--- src/mer_pkg.sv ---
package mer_pkg;

    localparam int RADIUS_BITS_DEF = 10;
    localparam int COORD_BITS_DEF  = 11;

    // result coordinates wrap to this width
    localparam int PIX_W = 13;

    // pixels per step group
    localparam int GROUP_LEN = 4;

    // item queue between the front and the engine
    localparam int QUEUE_DEPTH = 2;

    localparam logic OP_START = 1'b0;
    localparam logic OP_STEP  = 1'b1;

endpackage

--- src/midpoint_ellipse_rasterizer_core.sv ---
// Midpoint ellipse rasterizer. Items enter through start/busy into a two-entry queue, so the
// block keeps taking items while the engine works; busy rises only when the queue is full.
// A start item (op = 0) runs in the engine as three squarings and products on one shared
// multiplier, then two adds, and goes on into the region-two setup when a zero radius sends
// it straight into region two. A step item (op = 1) runs a point update, a region check that
// waits while the emitter is busy, then three decision adds that overlap a burst of four
// back-to-back pixels, each marked by pixel_strobe, last_of_step on the fourth. A step that
// crosses into region two adds multiplier work (states S_R1 to S_R6) for the new decision
// value. A step with no ellipse running is popped and dropped. Results cannot be held off:
// the receiver must take each pixel in the cycle it is shown.
module midpoint_ellipse_rasterizer_core
    import mer_pkg::*;
#(
    parameter int RADIUS_BITS = RADIUS_BITS_DEF,
    parameter int COORD_BITS  = COORD_BITS_DEF
) (
    input  logic                    clk,
    input  logic                    rst_n,
    input  logic                    start,
    output logic                    busy,
    input  logic                    op,
    input  logic [RADIUS_BITS-1:0]  semi_axis_x,
    input  logic [RADIUS_BITS-1:0]  semi_axis_y,
    input  logic [COORD_BITS-1:0]   center_x,
    input  logic [COORD_BITS-1:0]   center_y,
    output logic                    pixel_strobe,
    output logic signed [PIX_W-1:0] pixel_x,
    output logic signed [PIX_W-1:0] pixel_y,
    output logic                    last_of_step,
    output logic                    ellipse_done
);

    logic                          item_valid;
    logic                          item_op;
    logic [RADIUS_BITS-1:0]        item_rx;
    logic [RADIUS_BITS-1:0]        item_ry;
    logic [COORD_BITS-1:0]         item_cx;
    logic [COORD_BITS-1:0]         item_cy;
    logic                          item_pop;
    logic                          emit_busy;
    logic                          launch;
    logic [RADIUS_BITS:0]          emit_x;
    logic signed [RADIUS_BITS+1:0] emit_y;
    logic [COORD_BITS-1:0]         emit_cx;
    logic [COORD_BITS-1:0]         emit_cy;
    logic                          emit_done;

    mer_front #(
        .RADIUS_BITS(RADIUS_BITS),
        .COORD_BITS (COORD_BITS)
    ) u_front (
        .clk        (clk),
        .rst_n      (rst_n),
        .start      (start),
        .busy       (busy),
        .op         (op),
        .semi_axis_x(semi_axis_x),
        .semi_axis_y(semi_axis_y),
        .center_x   (center_x),
        .center_y   (center_y),
        .item_valid (item_valid),
        .item_op    (item_op),
        .item_rx    (item_rx),
        .item_ry    (item_ry),
        .item_cx    (item_cx),
        .item_cy    (item_cy),
        .item_pop   (item_pop)
    );

    mer_engine #(
        .RADIUS_BITS(RADIUS_BITS),
        .COORD_BITS (COORD_BITS)
    ) u_engine (
        .clk       (clk),
        .rst_n     (rst_n),
        .item_valid(item_valid),
        .item_op   (item_op),
        .item_rx   (item_rx),
        .item_ry   (item_ry),
        .item_cx   (item_cx),
        .item_cy   (item_cy),
        .item_pop  (item_pop),
        .emit_busy (emit_busy),
        .launch    (launch),
        .emit_x    (emit_x),
        .emit_y    (emit_y),
        .emit_cx   (emit_cx),
        .emit_cy   (emit_cy),
        .emit_done (emit_done)
    );

    mer_emit #(
        .RADIUS_BITS(RADIUS_BITS),
        .COORD_BITS (COORD_BITS)
    ) u_emit (
        .clk         (clk),
        .rst_n       (rst_n),
        .launch      (launch),
        .emit_x      (emit_x),
        .emit_y      (emit_y),
        .emit_cx     (emit_cx),
        .emit_cy     (emit_cy),
        .emit_done   (emit_done),
        .emit_busy   (emit_busy),
        .pixel_strobe(pixel_strobe),
        .pixel_x     (pixel_x),
        .pixel_y     (pixel_y),
        .last_of_step(last_of_step),
        .ellipse_done(ellipse_done)
    );

endmodule

--- src/mer_front.sv ---
module mer_front
    import mer_pkg::*;
#(
    parameter int RADIUS_BITS = RADIUS_BITS_DEF,
    parameter int COORD_BITS  = COORD_BITS_DEF
) (
    input  logic                   clk,
    input  logic                   rst_n,
    input  logic                   start,
    output logic                   busy,
    input  logic                   op,
    input  logic [RADIUS_BITS-1:0] semi_axis_x,
    input  logic [RADIUS_BITS-1:0] semi_axis_y,
    input  logic [COORD_BITS-1:0]  center_x,
    input  logic [COORD_BITS-1:0]  center_y,
    output logic                   item_valid,
    output logic                   item_op,
    output logic [RADIUS_BITS-1:0] item_rx,
    output logic [RADIUS_BITS-1:0] item_ry,
    output logic [COORD_BITS-1:0]  item_cx,
    output logic [COORD_BITS-1:0]  item_cy,
    input  logic                   item_pop
);

    localparam int ITEM_W = 1 + 2 * RADIUS_BITS + 2 * COORD_BITS;
    localparam int PTR_W  = (QUEUE_DEPTH > 1) ? $clog2(QUEUE_DEPTH) : 1;
    localparam int CNT_W  = $clog2(QUEUE_DEPTH + 1);

    logic [ITEM_W-1:0] entry_reg [QUEUE_DEPTH];
    logic [PTR_W-1:0]  wr_ptr_reg, wr_ptr_next;
    logic [PTR_W-1:0]  rd_ptr_reg, rd_ptr_next;
    logic [CNT_W-1:0]  count_reg, count_next;
    logic              push;
    logic              pop;
    logic [ITEM_W-1:0] head;

    assign busy       = (count_reg == CNT_W'(QUEUE_DEPTH));
    assign item_valid = (count_reg != '0);
    assign push       = start && !busy;
    assign pop        = item_pop && item_valid;

    always_comb
    begin
        wr_ptr_next = wr_ptr_reg;
        rd_ptr_next = rd_ptr_reg;
        count_next  = count_reg;
        if (push)
        begin
            wr_ptr_next = (wr_ptr_reg == PTR_W'(QUEUE_DEPTH - 1)) ? '0 : wr_ptr_reg + PTR_W'(1);
        end
        if (pop)
        begin
            rd_ptr_next = (rd_ptr_reg == PTR_W'(QUEUE_DEPTH - 1)) ? '0 : rd_ptr_reg + PTR_W'(1);
        end
        if (push && !pop)
        begin
            count_next = count_reg + CNT_W'(1);
        end
        else if (pop && !push)
        begin
            count_next = count_reg - CNT_W'(1);
        end
    end

    always_ff @(posedge clk or negedge rst_n)
    begin
        if (!rst_n)
        begin
            wr_ptr_reg <= '0;
            rd_ptr_reg <= '0;
            count_reg  <= '0;
        end
        else
        begin
            wr_ptr_reg <= wr_ptr_next;
            rd_ptr_reg <= rd_ptr_next;
            count_reg  <= count_next;
        end
    end

    always_ff @(posedge clk)
    begin
        if (push)
        begin
            entry_reg[wr_ptr_reg] <= {op, semi_axis_x, semi_axis_y, center_x, center_y};
        end
    end

    assign head = entry_reg[rd_ptr_reg];
    assign {item_op, item_rx, item_ry, item_cx, item_cy} = head;

endmodule

--- src/mer_mult.sv ---
module mer_mult #(
    parameter int W = 24
) (
    input  logic           clk,
    input  logic [W-1:0]   a,
    input  logic [W-1:0]   b,
    output logic [2*W-1:0] p
);

    logic [2*W-1:0] p_reg;

    always_ff @(posedge clk)
    begin
        p_reg <= (2 * W)'(a) * (2 * W)'(b);
    end

    assign p = p_reg;

endmodule

--- src/mer_engine.sv ---
module mer_engine
    import mer_pkg::*;
#(
    parameter int RADIUS_BITS = RADIUS_BITS_DEF,
    parameter int COORD_BITS  = COORD_BITS_DEF
) (
    input  logic                          clk,
    input  logic                          rst_n,
    input  logic                          item_valid,
    input  logic                          item_op,
    input  logic [RADIUS_BITS-1:0]        item_rx,
    input  logic [RADIUS_BITS-1:0]        item_ry,
    input  logic [COORD_BITS-1:0]         item_cx,
    input  logic [COORD_BITS-1:0]         item_cy,
    output logic                          item_pop,
    input  logic                          emit_busy,
    output logic                          launch,
    output logic [RADIUS_BITS:0]          emit_x,
    output logic signed [RADIUS_BITS+1:0] emit_y,
    output logic [COORD_BITS-1:0]         emit_cx,
    output logic [COORD_BITS-1:0]         emit_cy,
    output logic                          emit_done
);

    localparam int X_W   = RADIUS_BITS + 1;
    localparam int Y_W   = RADIUS_BITS + 2;
    localparam int SQ_W  = 2 * RADIUS_BITS;
    localparam int G_W   = 3 * RADIUS_BITS + 10;
    localparam int MUL_W = 2 * RADIUS_BITS + 4;
    localparam int P_W   = 2 * MUL_W;
    localparam int D_W   = P_W + 1;

    localparam logic [4:0] S_IDLE = 5'd0;
    localparam logic [4:0] S_UPD  = 5'd1;
    localparam logic [4:0] S_CHK  = 5'd2;
    localparam logic [4:0] S_ADD1 = 5'd3;
    localparam logic [4:0] S_ADD2 = 5'd4;
    localparam logic [4:0] S_ADD3 = 5'd5;
    localparam logic [4:0] S_M1   = 5'd6;
    localparam logic [4:0] S_M2   = 5'd7;
    localparam logic [4:0] S_M3   = 5'd8;
    localparam logic [4:0] S_M4   = 5'd9;
    localparam logic [4:0] S_M5   = 5'd10;
    localparam logic [4:0] S_R1   = 5'd11;
    localparam logic [4:0] S_R2   = 5'd12;
    localparam logic [4:0] S_R3   = 5'd13;
    localparam logic [4:0] S_R4   = 5'd14;
    localparam logic [4:0] S_R5   = 5'd15;
    localparam logic [4:0] S_R6   = 5'd16;

    logic [4:0] state_reg, state_next;
    logic       active_reg, active_next;
    logic       region_reg, region_next;
    logic       sw_reg, sw_next;
    logic       t1_reg, t1_next;
    logic       t2_reg, t2_next;
    logic       krx_reg, krx_next;

    logic [X_W-1:0]         x_reg, x_next;
    logic signed [Y_W-1:0]  y_reg, y_next;
    logic [X_W-1:0]         ox_reg, ox_next;
    logic signed [Y_W-1:0]  oy_reg, oy_next;
    logic signed [G_W-1:0]  gx_reg, gx_next;
    logic signed [G_W-1:0]  gy_reg, gy_next;
    logic signed [D_W-1:0]  d_reg, d_next;
    logic [RADIUS_BITS-1:0] rx_reg, rx_next;
    logic [RADIUS_BITS-1:0] ry_reg, ry_next;
    logic [COORD_BITS-1:0]  cx_reg, cx_next;
    logic [COORD_BITS-1:0]  cy_reg, cy_next;
    logic [SQ_W-1:0]        rx2_reg, rx2_next;
    logic [SQ_W-1:0]        ry2_reg, ry2_next;
    logic [MUL_W-1:0]       tmp_reg, tmp_next;

    logic [MUL_W-1:0]      mul_a;
    logic [MUL_W-1:0]      mul_b;
    logic [P_W-1:0]        mul_p;

    logic signed [G_W-1:0] gx_step;
    logic signed [G_W-1:0] gy_step;
    logic signed [D_W-1:0] gx_d;
    logic signed [D_W-1:0] gy_d;
    logic signed [D_W-1:0] k_d;
    logic signed [D_W-1:0] p_d;
    logic                  d_neg;
    logic                  d_pos;
    logic                  gx_lt_gy;
    logic                  sw;
    logic                  fin;
    logic signed [Y_W:0]   ty;
    logic [Y_W:0]          ty_abs;
    logic [X_W:0]          tx;

    mer_mult #(
        .W(MUL_W)
    ) u_mult (
        .clk(clk),
        .a  (mul_a),
        .b  (mul_b),
        .p  (mul_p)
    );

    assign gx_step  = gx_reg + G_W'({rx2_reg[0] & 1'b0, ry2_reg, 1'b0});
    assign gy_step  = gy_reg - G_W'({1'b0, rx2_reg, 1'b0});
    assign gx_d     = D_W'(gx_reg);
    assign gy_d     = D_W'(gy_reg);
    assign k_d      = $signed(D_W'({krx_reg ? rx2_reg : ry2_reg, 2'b00}));
    assign p_d      = $signed(D_W'(mul_p));
    assign d_neg    = d_reg[D_W-1];
    assign d_pos    = !d_neg && (d_reg != '0);
    assign gx_lt_gy = (gx_reg < gy_reg);
    // region switch and end of ellipse, seen on the freshly updated point
    assign sw       = !region_reg && !gx_lt_gy;
    assign fin      = (region_reg || sw) && y_reg[Y_W-1];
    assign ty       = (Y_W + 1)'(y_reg) - (Y_W + 1)'(1);
    assign ty_abs   = ty[Y_W] ? -ty : ty;
    assign tx       = {x_reg, 1'b1};

    assign emit_x    = ox_reg;
    assign emit_y    = oy_reg;
    assign emit_cx   = cx_reg;
    assign emit_cy   = cy_reg;
    assign emit_done = fin;

    always_comb
    begin
        state_next  = state_reg;
        active_next = active_reg;
        region_next = region_reg;
        sw_next     = sw_reg;
        t1_next     = t1_reg;
        t2_next     = t2_reg;
        krx_next    = krx_reg;
        x_next      = x_reg;
        y_next      = y_reg;
        ox_next     = ox_reg;
        oy_next     = oy_reg;
        gx_next     = gx_reg;
        gy_next     = gy_reg;
        d_next      = d_reg;
        rx_next     = rx_reg;
        ry_next     = ry_reg;
        cx_next     = cx_reg;
        cy_next     = cy_reg;
        rx2_next    = rx2_reg;
        ry2_next    = ry2_reg;
        tmp_next    = tmp_reg;
        mul_a       = '0;
        mul_b       = '0;
        item_pop    = 1'b0;
        launch      = 1'b0;

        case (state_reg)
            S_IDLE:
            begin
                if (item_valid)
                begin
                    item_pop = 1'b1;
                    if (item_op == OP_START)
                    begin
                        rx_next     = item_rx;
                        ry_next     = item_ry;
                        cx_next     = item_cx;
                        cy_next     = item_cy;
                        x_next      = '0;
                        y_next      = Y_W'(item_ry);
                        gx_next     = '0;
                        region_next = 1'b0;
                        active_next = 1'b1;
                        state_next  = S_M1;
                    end
                    else if (item_op == OP_STEP && active_reg)
                    begin
                        ox_next    = x_reg;
                        oy_next    = y_reg;
                        state_next = S_UPD;
                    end
                end
            end

            S_UPD:
            begin
                if (!region_reg)
                begin
                    x_next   = x_reg + X_W'(1);
                    gx_next  = gx_step;
                    krx_next = 1'b0;
                    t1_next  = 1'b1;
                    t2_next  = !d_neg;
                    if (!d_neg)
                    begin
                        y_next  = y_reg - Y_W'(1);
                        gy_next = gy_step;
                    end
                end
                else
                begin
                    y_next   = y_reg - Y_W'(1);
                    gy_next  = gy_step;
                    krx_next = 1'b1;
                    t2_next  = 1'b1;
                    t1_next  = !d_pos;
                    if (!d_pos)
                    begin
                        x_next  = x_reg + X_W'(1);
                        gx_next = gx_step;
                    end
                end
                state_next = S_CHK;
            end

            S_CHK:
            begin
                if (!emit_busy)
                begin
                    launch  = 1'b1;
                    sw_next = sw;
                    if (fin)
                    begin
                        active_next = 1'b0;
                    end
                    state_next = S_ADD1;
                end
            end

            // decision update spread over three adds, in parallel with the pixel burst
            S_ADD1:
            begin
                if (t1_reg)
                begin
                    d_next = d_reg + (gx_d <<< 2);
                end
                state_next = S_ADD2;
            end

            S_ADD2:
            begin
                if (t2_reg)
                begin
                    d_next = d_reg - (gy_d <<< 2);
                end
                state_next = S_ADD3;
            end

            S_ADD3:
            begin
                d_next     = d_reg + k_d;
                state_next = sw_reg ? S_R1 : S_IDLE;
            end

            S_M1:
            begin
                mul_a      = MUL_W'(rx_reg);
                mul_b      = MUL_W'(rx_reg);
                state_next = S_M2;
            end

            S_M2:
            begin
                rx2_next   = mul_p[SQ_W-1:0];
                mul_a      = MUL_W'(ry_reg);
                mul_b      = MUL_W'(ry_reg);
                state_next = S_M3;
            end

            S_M3:
            begin
                ry2_next   = mul_p[SQ_W-1:0];
                mul_a      = MUL_W'(rx2_reg);
                mul_b      = MUL_W'(ry_reg);
                state_next = S_M4;
            end

            S_M4:
            begin
                // grad_y = 2*rx^2*ry; decision starts at 4*ry^2 + rx^2
                gy_next    = $signed(G_W'(mul_p)) <<< 1;
                d_next     = $signed(D_W'({ry2_reg, 2'b00})) + $signed(D_W'(rx2_reg));
                state_next = S_M5;
            end

            S_M5:
            begin
                d_next     = d_reg - (gy_d <<< 1);
                state_next = gx_lt_gy ? S_IDLE : S_R1;
            end

            // region-two entry: ry2*(2x+1)^2 + 4*rx2*(y-1)^2 - 4*rx2*ry2
            S_R1:
            begin
                mul_a      = MUL_W'(tx);
                mul_b      = MUL_W'(tx);
                state_next = S_R2;
            end

            S_R2:
            begin
                tmp_next   = mul_p[MUL_W-1:0];
                mul_a      = MUL_W'(ty_abs);
                mul_b      = MUL_W'(ty_abs);
                state_next = S_R3;
            end

            S_R3:
            begin
                tmp_next   = mul_p[MUL_W-1:0];
                mul_a      = MUL_W'(ry2_reg);
                mul_b      = tmp_reg;
                state_next = S_R4;
            end

            S_R4:
            begin
                d_next     = p_d;
                mul_a      = MUL_W'(rx2_reg);
                mul_b      = tmp_reg;
                state_next = S_R5;
            end

            S_R5:
            begin
                d_next     = d_reg + (p_d <<< 2);
                mul_a      = MUL_W'(rx2_reg);
                mul_b      = MUL_W'(ry2_reg);
                state_next = S_R6;
            end

            S_R6:
            begin
                d_next      = d_reg - (p_d <<< 2);
                region_next = 1'b1;
                state_next  = S_IDLE;
            end

            default:
            begin
                state_next = S_IDLE;
            end
        endcase
    end

    always_ff @(posedge clk or negedge rst_n)
    begin
        if (!rst_n)
        begin
            state_reg  <= S_IDLE;
            active_reg <= 1'b0;
            region_reg <= 1'b0;
            sw_reg     <= 1'b0;
            t1_reg     <= 1'b0;
            t2_reg     <= 1'b0;
            krx_reg    <= 1'b0;
        end
        else
        begin
            state_reg  <= state_next;
            active_reg <= active_next;
            region_reg <= region_next;
            sw_reg     <= sw_next;
            t1_reg     <= t1_next;
            t2_reg     <= t2_next;
            krx_reg    <= krx_next;
        end
    end

    always_ff @(posedge clk)
    begin
        x_reg   <= x_next;
        y_reg   <= y_next;
        ox_reg  <= ox_next;
        oy_reg  <= oy_next;
        gx_reg  <= gx_next;
        gy_reg  <= gy_next;
        d_reg   <= d_next;
        rx_reg  <= rx_next;
        ry_reg  <= ry_next;
        cx_reg  <= cx_next;
        cy_reg  <= cy_next;
        rx2_reg <= rx2_next;
        ry2_reg <= ry2_next;
        tmp_reg <= tmp_next;
    end

endmodule

--- src/mer_emit.sv ---
module mer_emit
    import mer_pkg::*;
#(
    parameter int RADIUS_BITS = RADIUS_BITS_DEF,
    parameter int COORD_BITS  = COORD_BITS_DEF
) (
    input  logic                          clk,
    input  logic                          rst_n,
    input  logic                          launch,
    input  logic [RADIUS_BITS:0]          emit_x,
    input  logic signed [RADIUS_BITS+1:0] emit_y,
    input  logic [COORD_BITS-1:0]         emit_cx,
    input  logic [COORD_BITS-1:0]         emit_cy,
    input  logic                          emit_done,
    output logic                          emit_busy,
    output logic                          pixel_strobe,
    output logic signed [PIX_W-1:0]       pixel_x,
    output logic signed [PIX_W-1:0]       pixel_y,
    output logic                          last_of_step,
    output logic                          ellipse_done
);

    localparam int X_W    = RADIUS_BITS + 1;
    localparam int Y_W    = RADIUS_BITS + 2;
    localparam int CNT_W  = $clog2(GROUP_LEN);
    localparam int MAX_A  = (COORD_BITS > Y_W) ? COORD_BITS : Y_W;
    localparam int SUM_W  = ((MAX_A > PIX_W) ? MAX_A : PIX_W) + 1;

    logic                  run_reg, run_next;
    logic [CNT_W-1:0]      cnt_reg, cnt_next;
    logic [X_W-1:0]        x_reg;
    logic signed [Y_W-1:0] y_reg;
    logic [COORD_BITS-1:0] cx_reg;
    logic [COORD_BITS-1:0] cy_reg;
    logic                  done_reg;
    logic                  is_last;
    logic [SUM_W-1:0]      x_e;
    logic [SUM_W-1:0]      y_e;
    logic [SUM_W-1:0]      sum_x;
    logic [SUM_W-1:0]      sum_y;

    assign is_last = (cnt_reg == CNT_W'(GROUP_LEN - 1));

    always_comb
    begin
        run_next = run_reg;
        cnt_next = cnt_reg;
        if (run_reg)
        begin
            cnt_next = cnt_reg + CNT_W'(1);
            if (is_last)
            begin
                run_next = 1'b0;
            end
        end
        else if (launch)
        begin
            run_next = 1'b1;
            cnt_next = '0;
        end
    end

    always_ff @(posedge clk or negedge rst_n)
    begin
        if (!rst_n)
        begin
            run_reg <= 1'b0;
            cnt_reg <= '0;
        end
        else
        begin
            run_reg <= run_next;
            cnt_reg <= cnt_next;
        end
    end

    always_ff @(posedge clk)
    begin
        if (launch && !run_reg)
        begin
            x_reg    <= emit_x;
            y_reg    <= emit_y;
            cx_reg   <= emit_cx;
            cy_reg   <= emit_cy;
            done_reg <= emit_done;
        end
    end

    // order: (+x,+y), (-x,+y), (+x,-y), (-x,-y)
    assign x_e   = SUM_W'(x_reg);
    assign y_e   = SUM_W'(y_reg);
    assign sum_x = SUM_W'(cx_reg) + (cnt_reg[0] ? -x_e : x_e);
    assign sum_y = SUM_W'(cy_reg) + (cnt_reg[1] ? -y_e : y_e);

    assign emit_busy    = run_reg;
    assign pixel_strobe = run_reg;
    assign pixel_x      = $signed(sum_x[PIX_W-1:0]);
    assign pixel_y      = $signed(sum_y[PIX_W-1:0]);
    assign last_of_step = run_reg && is_last;
    assign ellipse_done = run_reg && done_reg;

endmodule

--- config.mk ---
export PLATFORM = sky130hd
export DESIGN_NAME = midpoint_ellipse_rasterizer_core
export DESIGN_NICKNAME = d
export VERILOG_FILES = /design/src/mer_pkg.sv /design/src/midpoint_ellipse_rasterizer_core.sv /design/src/mer_front.sv /design/src/mer_mult.sv /design/src/mer_engine.sv /design/src/mer_emit.sv
export SDC_FILE = /design/constraint.sdc
export NUM_CORES = 2
export LEC_CHECK = 0
export BUFFER_PORTS_ARGS = -buffer_cell sky130_fd_sc_hd__buf_2
export CORE_MARGIN = 2
export CORE_UTILIZATION = 25
export CTS_CLUSTER_DIAMETER = 100
export DETAILED_ROUTE_END_ITERATION = 8
export SYNTH_ARGS = -nofsm -noshare
export SYNTH_HDL_FRONTEND = slang
export SYNTH_SLANG_ARGS = --single-unit
export TNS_END_PERCENT = 30
--- constraint.sdc ---
create_clock -name clk -period 24.9 [get_ports clk]
set_input_delay 1.245 -clock clk [delete_from_list [all_inputs] [get_ports clk]]
set_output_delay 1.245 -clock clk [all_outputs]
set_load 0.01 [all_outputs]
==> summary.md <==
| Metric | Value |
|---|---|
| Status | completed |
| Seq/Total Area, Yosys | 28.8% |
| Iteration-0 DRC Markers | 4333 |
| Worst Reg2Reg Path Length in Cells | 31 |
| Avg WL per Cell | ~22 um |
| # nets final | between 5000 and 6000 |
| Placed insts | roughly 7600 |
| R2R Setup Slk | ~14 ns |
| Period utilization | ~44% |
| Setup TNS | 0 ns |
| Syn Area/Cell | 9.23 sq um |
| #FFs+latches synth | approximately 470 |
| CTS tree | yes |
| Most used cell, CP | fa_1 |
| Final Hold Violating Endpoints | 0 |
| Site Rows | 160 |
| CTS Buf Count | 58 |
| Finish-stage setup viols | 0 |
| Final min period | roughly 11 ns |
| Cell Area, Synth | 0.0475 sq mm |
| Clock Pin Slew Worst Setup and Hold Paths | 0.07 ns |
| Max-cap violations | 0 |
| Cell variety after synth | 96 |
| Syn_nets | approximately 6000 |
| Root Buffer Master | clkbuf_16 |
| Post-layout instance count excluding filler cells | 7706 |
| Hold Crit Depth | 0 |
| P per Cell Area | around 120 mW/mm^2 |
| Ys Warns | 0 |
| Post-synth ARST share | 3.81% |
| Crit start category | flop |
| Worst EP arrival | 11.51 ns |
| Number of synthesized flops with an enable pin | slightly above 400 |
| Fmax | 91.2 MHz |
| Most common cell after layout, fill and taps aside | inv_1 |
| Crit-path max FO | 39 |
| Routed via count | a little under 40000 |
| Initial antenna violation count | 10 |
| Reg power frac | 25.3% |
| Reg-to-reg critical path endpoint | u_engine.u_mult.p[36] |
| Worst-Margin Slew | around 1.2 ns |
| Post-cts sizing count | 0 |
| Layout cells sized above 1 | about 7% |
| Logic pwr share | 60.7% |
| Setup bufs post-CTS | 0 |
| Hold EP | u_emit.cy_reg[1] |
| Final wirelength | about 170 mm |
| Max reg flops | 86 |
| Switching power | 0.00304 W |
| Slew margin rel. | roughly 18% |
| Clock power share | between 10 and 15% |
| DRC viols | 0 |
| Worst endpoint required time | around 25 ns |
| Final ANT Viol Nets | 0 |
| Main synth FF type | edfxtp_1 |
| Clock Tree Buf Depth | 3 |
| Routability cong. | approximately 0.95 |
| Switching Share | between 40% and 50% |
| Post-route clock skew | about 0.048 ns |
| Crit-path max cell delay | approximately 0.9 ns |
| Worst R2R Start | u_engine.state_reg[2] |
| Core region area | between 0.15 and 0.2 sq mm |
| Lkg Pwr | roughly 22 nW |
| Vias per cell | roughly 5 |
| Hpwl dp | between 100 and 150 mm |
| First-pass GRT wire length | around 250 mm |
| Overflow after GRT | 0 |
| PortBufs | between 70 and 80 |
| First drt pass iteration count | 9 |
| Min-delay src | u_engine.emit_cy[1] |
| Area grow syn2layout | 11.1% |
| Hold Crit Class | reg2reg |
| Commonest non-fill, non-tap cells in the layout | inv_1, nand2_1, nor2_1 |
| Cell Int Power | roughly 0.0031 W |
| GRT Total Usage | roughly 17% |
| Vias in the first global route | just under 40000 |
| CTS Hold Bufs | 0 |
| Pins Over Slew Limit | 0 |
| # clock sinks | roughly 470 |
| Largest net degree at the start of global routing | 58 |
| Vert. Die Dim | 440 um |
| H-tree depth | 2 |
| Peak supply drop | 67.2 uV |
| Die ar. | 0.194 sq mm |
| Crit Path Class | reg2reg |
| Clock latency on the worst-skew pair | roughly 0.70 ns |
| Mapped Cells | 5147 |
| Fillers | approximately 20000 |
| Crit path capture type | flop |
| Crit path max-delay cell type | and2_1 |
| IO Pins | 76 |
| Die Wd | roughly 440 um |
| End-of-flow core utilization | between 20 and 30% |
| Initial Util | 25.1% |
| RSZ-0062 raised after global routing | no |
-- final cells by class --
type                            count  area, sq um  share of cell area [%]
Multi-Input combinational cell   3848        30800                    58.3
Sequential cell                   473        13700                    25.9
Tap cell                         2511         3140                    5.95
Inverter                          598         2240                    4.25
Clock buffer                       67         1510                    2.85
Timing Repair Buffer              156          983                    1.86
Clock inverter                     38          409                   0.775
Antenna cell                       15         37.5                  0.0711
-- power by group through the flow --
stage               logic [W]  registers, W  clock network, W
finish                0.00375       0.00156          0.000864
floorplan             0.00266       0.00140                 0
global route          0.00408       0.00158          0.000910
global placement      0.00363       0.00156                 0
detailed placement    0.00367       0.00156                 0
CTS                   0.00370       0.00155          0.000880
-- synthesized netlist by cell type (all sizes together) (31+ instances only) --
cell / n / share of area (%)
inv: 597 / 4.7
nand2: 536 / 4.2
nor2: 515 / 4.1
edfxtp: 411 / 26
fa: 399 / 17
ha: 373 / 9.8
a21oi: 273 / 2.9
o21ai: 247 / 2.6
xnor2: 206 / 3.8
clkbuf: 188 / 1.5
a21o: 112 / 1.8
xor2: 112 / 2.1
nor3: 104 / 1.1
nand3: 79 / 0.84
a22oi: 56 / 0.88
nand4: 53 / 0.70
nand2b: 51 / 0.67
nor4: 51 / 0.70
or3: 50 / 0.67
mux2: 49 / 1.2
dfxtp: 44 / 1.9
buf: 40 / 0.44
o21bai: 40 / 0.63
o21a: 35 / 0.55
o31ai: 33 / 0.52
and2: 32 / 0.42
and3: 32 / 0.42
nor2b: 32 / 0.42
a222oi: 31 / 0.65
-- how the worst max path moves through the flow --
stage,from,end,slack [ns],cells after the start
2_1_floorplan,u_engine.state_reg[2],u_engine.u_mult.p[37],14.80,34
3_3_place_gp,u_engine.state_reg[2],u_engine.u_mult.p[36],14.22,31
3_5_place_dp,u_engine.state_reg[2],u_engine.u_mult.p[36],14.05,31
4_1_cts,u_engine.state_reg[2],u_engine.u_mult.p[36],14.03,31
5_1_grt,u_engine.state_reg[2],u_engine.u_mult.p[36],13.06,31
6_report,u_engine.state_reg[2],u_engine.u_mult.p[36],13.93,31
-- metrics by stage --
stage | total power [W] | area [sq um] | worst slack [ns] | hold WS (ns)
2_1_floorplan | 0.00406 | 47500 | 14.80 | 0.400
3_3_place_gp | 0.00519 | 50800 | 14.22 | 0.402
3_5_place_dp | 0.00524 | 50800 | 14.05 | 0.405
4_1_cts | 0.00613 | 52800 | 14.03 | 0.418
5_1_grt | 0.00658 | 52800 | 13.06 | 0.424
6_report | 0.00617 | 52800 | 13.93 | 0.419
-- cell families after synthesis --
logic type	synth area share, %
flip-flops	28.8
adder cells (fa/ha/maj)	26.6
AND/OR/NAND/NOR	15.8
multiplexers	1.61
XOR/XNOR	5.86
buffers and inverters	6.65
AO/OA/AOI/OAI	14.6
-- worst max-delay path: cells and delay by family, from the launching register on --
kind	cells	cell delay, ns
xor+xnor	1	0.14
simple gates	10	3.72
flops	1	0.72
compound gates	6	1.78
buf+inv	6	0.61
fa+ha+maj	8	3.82
-- metal layers --
layer  global-route usage, %  share of wire, %  vias to the layer above
met2                    26.5                44                     1822
met1                    23.5                43                    19800
met5                       0             0.020                        -
met4                    6.44               3.9                        4
li1                        -                 -                    17800
met3                    2.93               8.9                      298
Note: power is estimated with default switching activity, not from simulation.
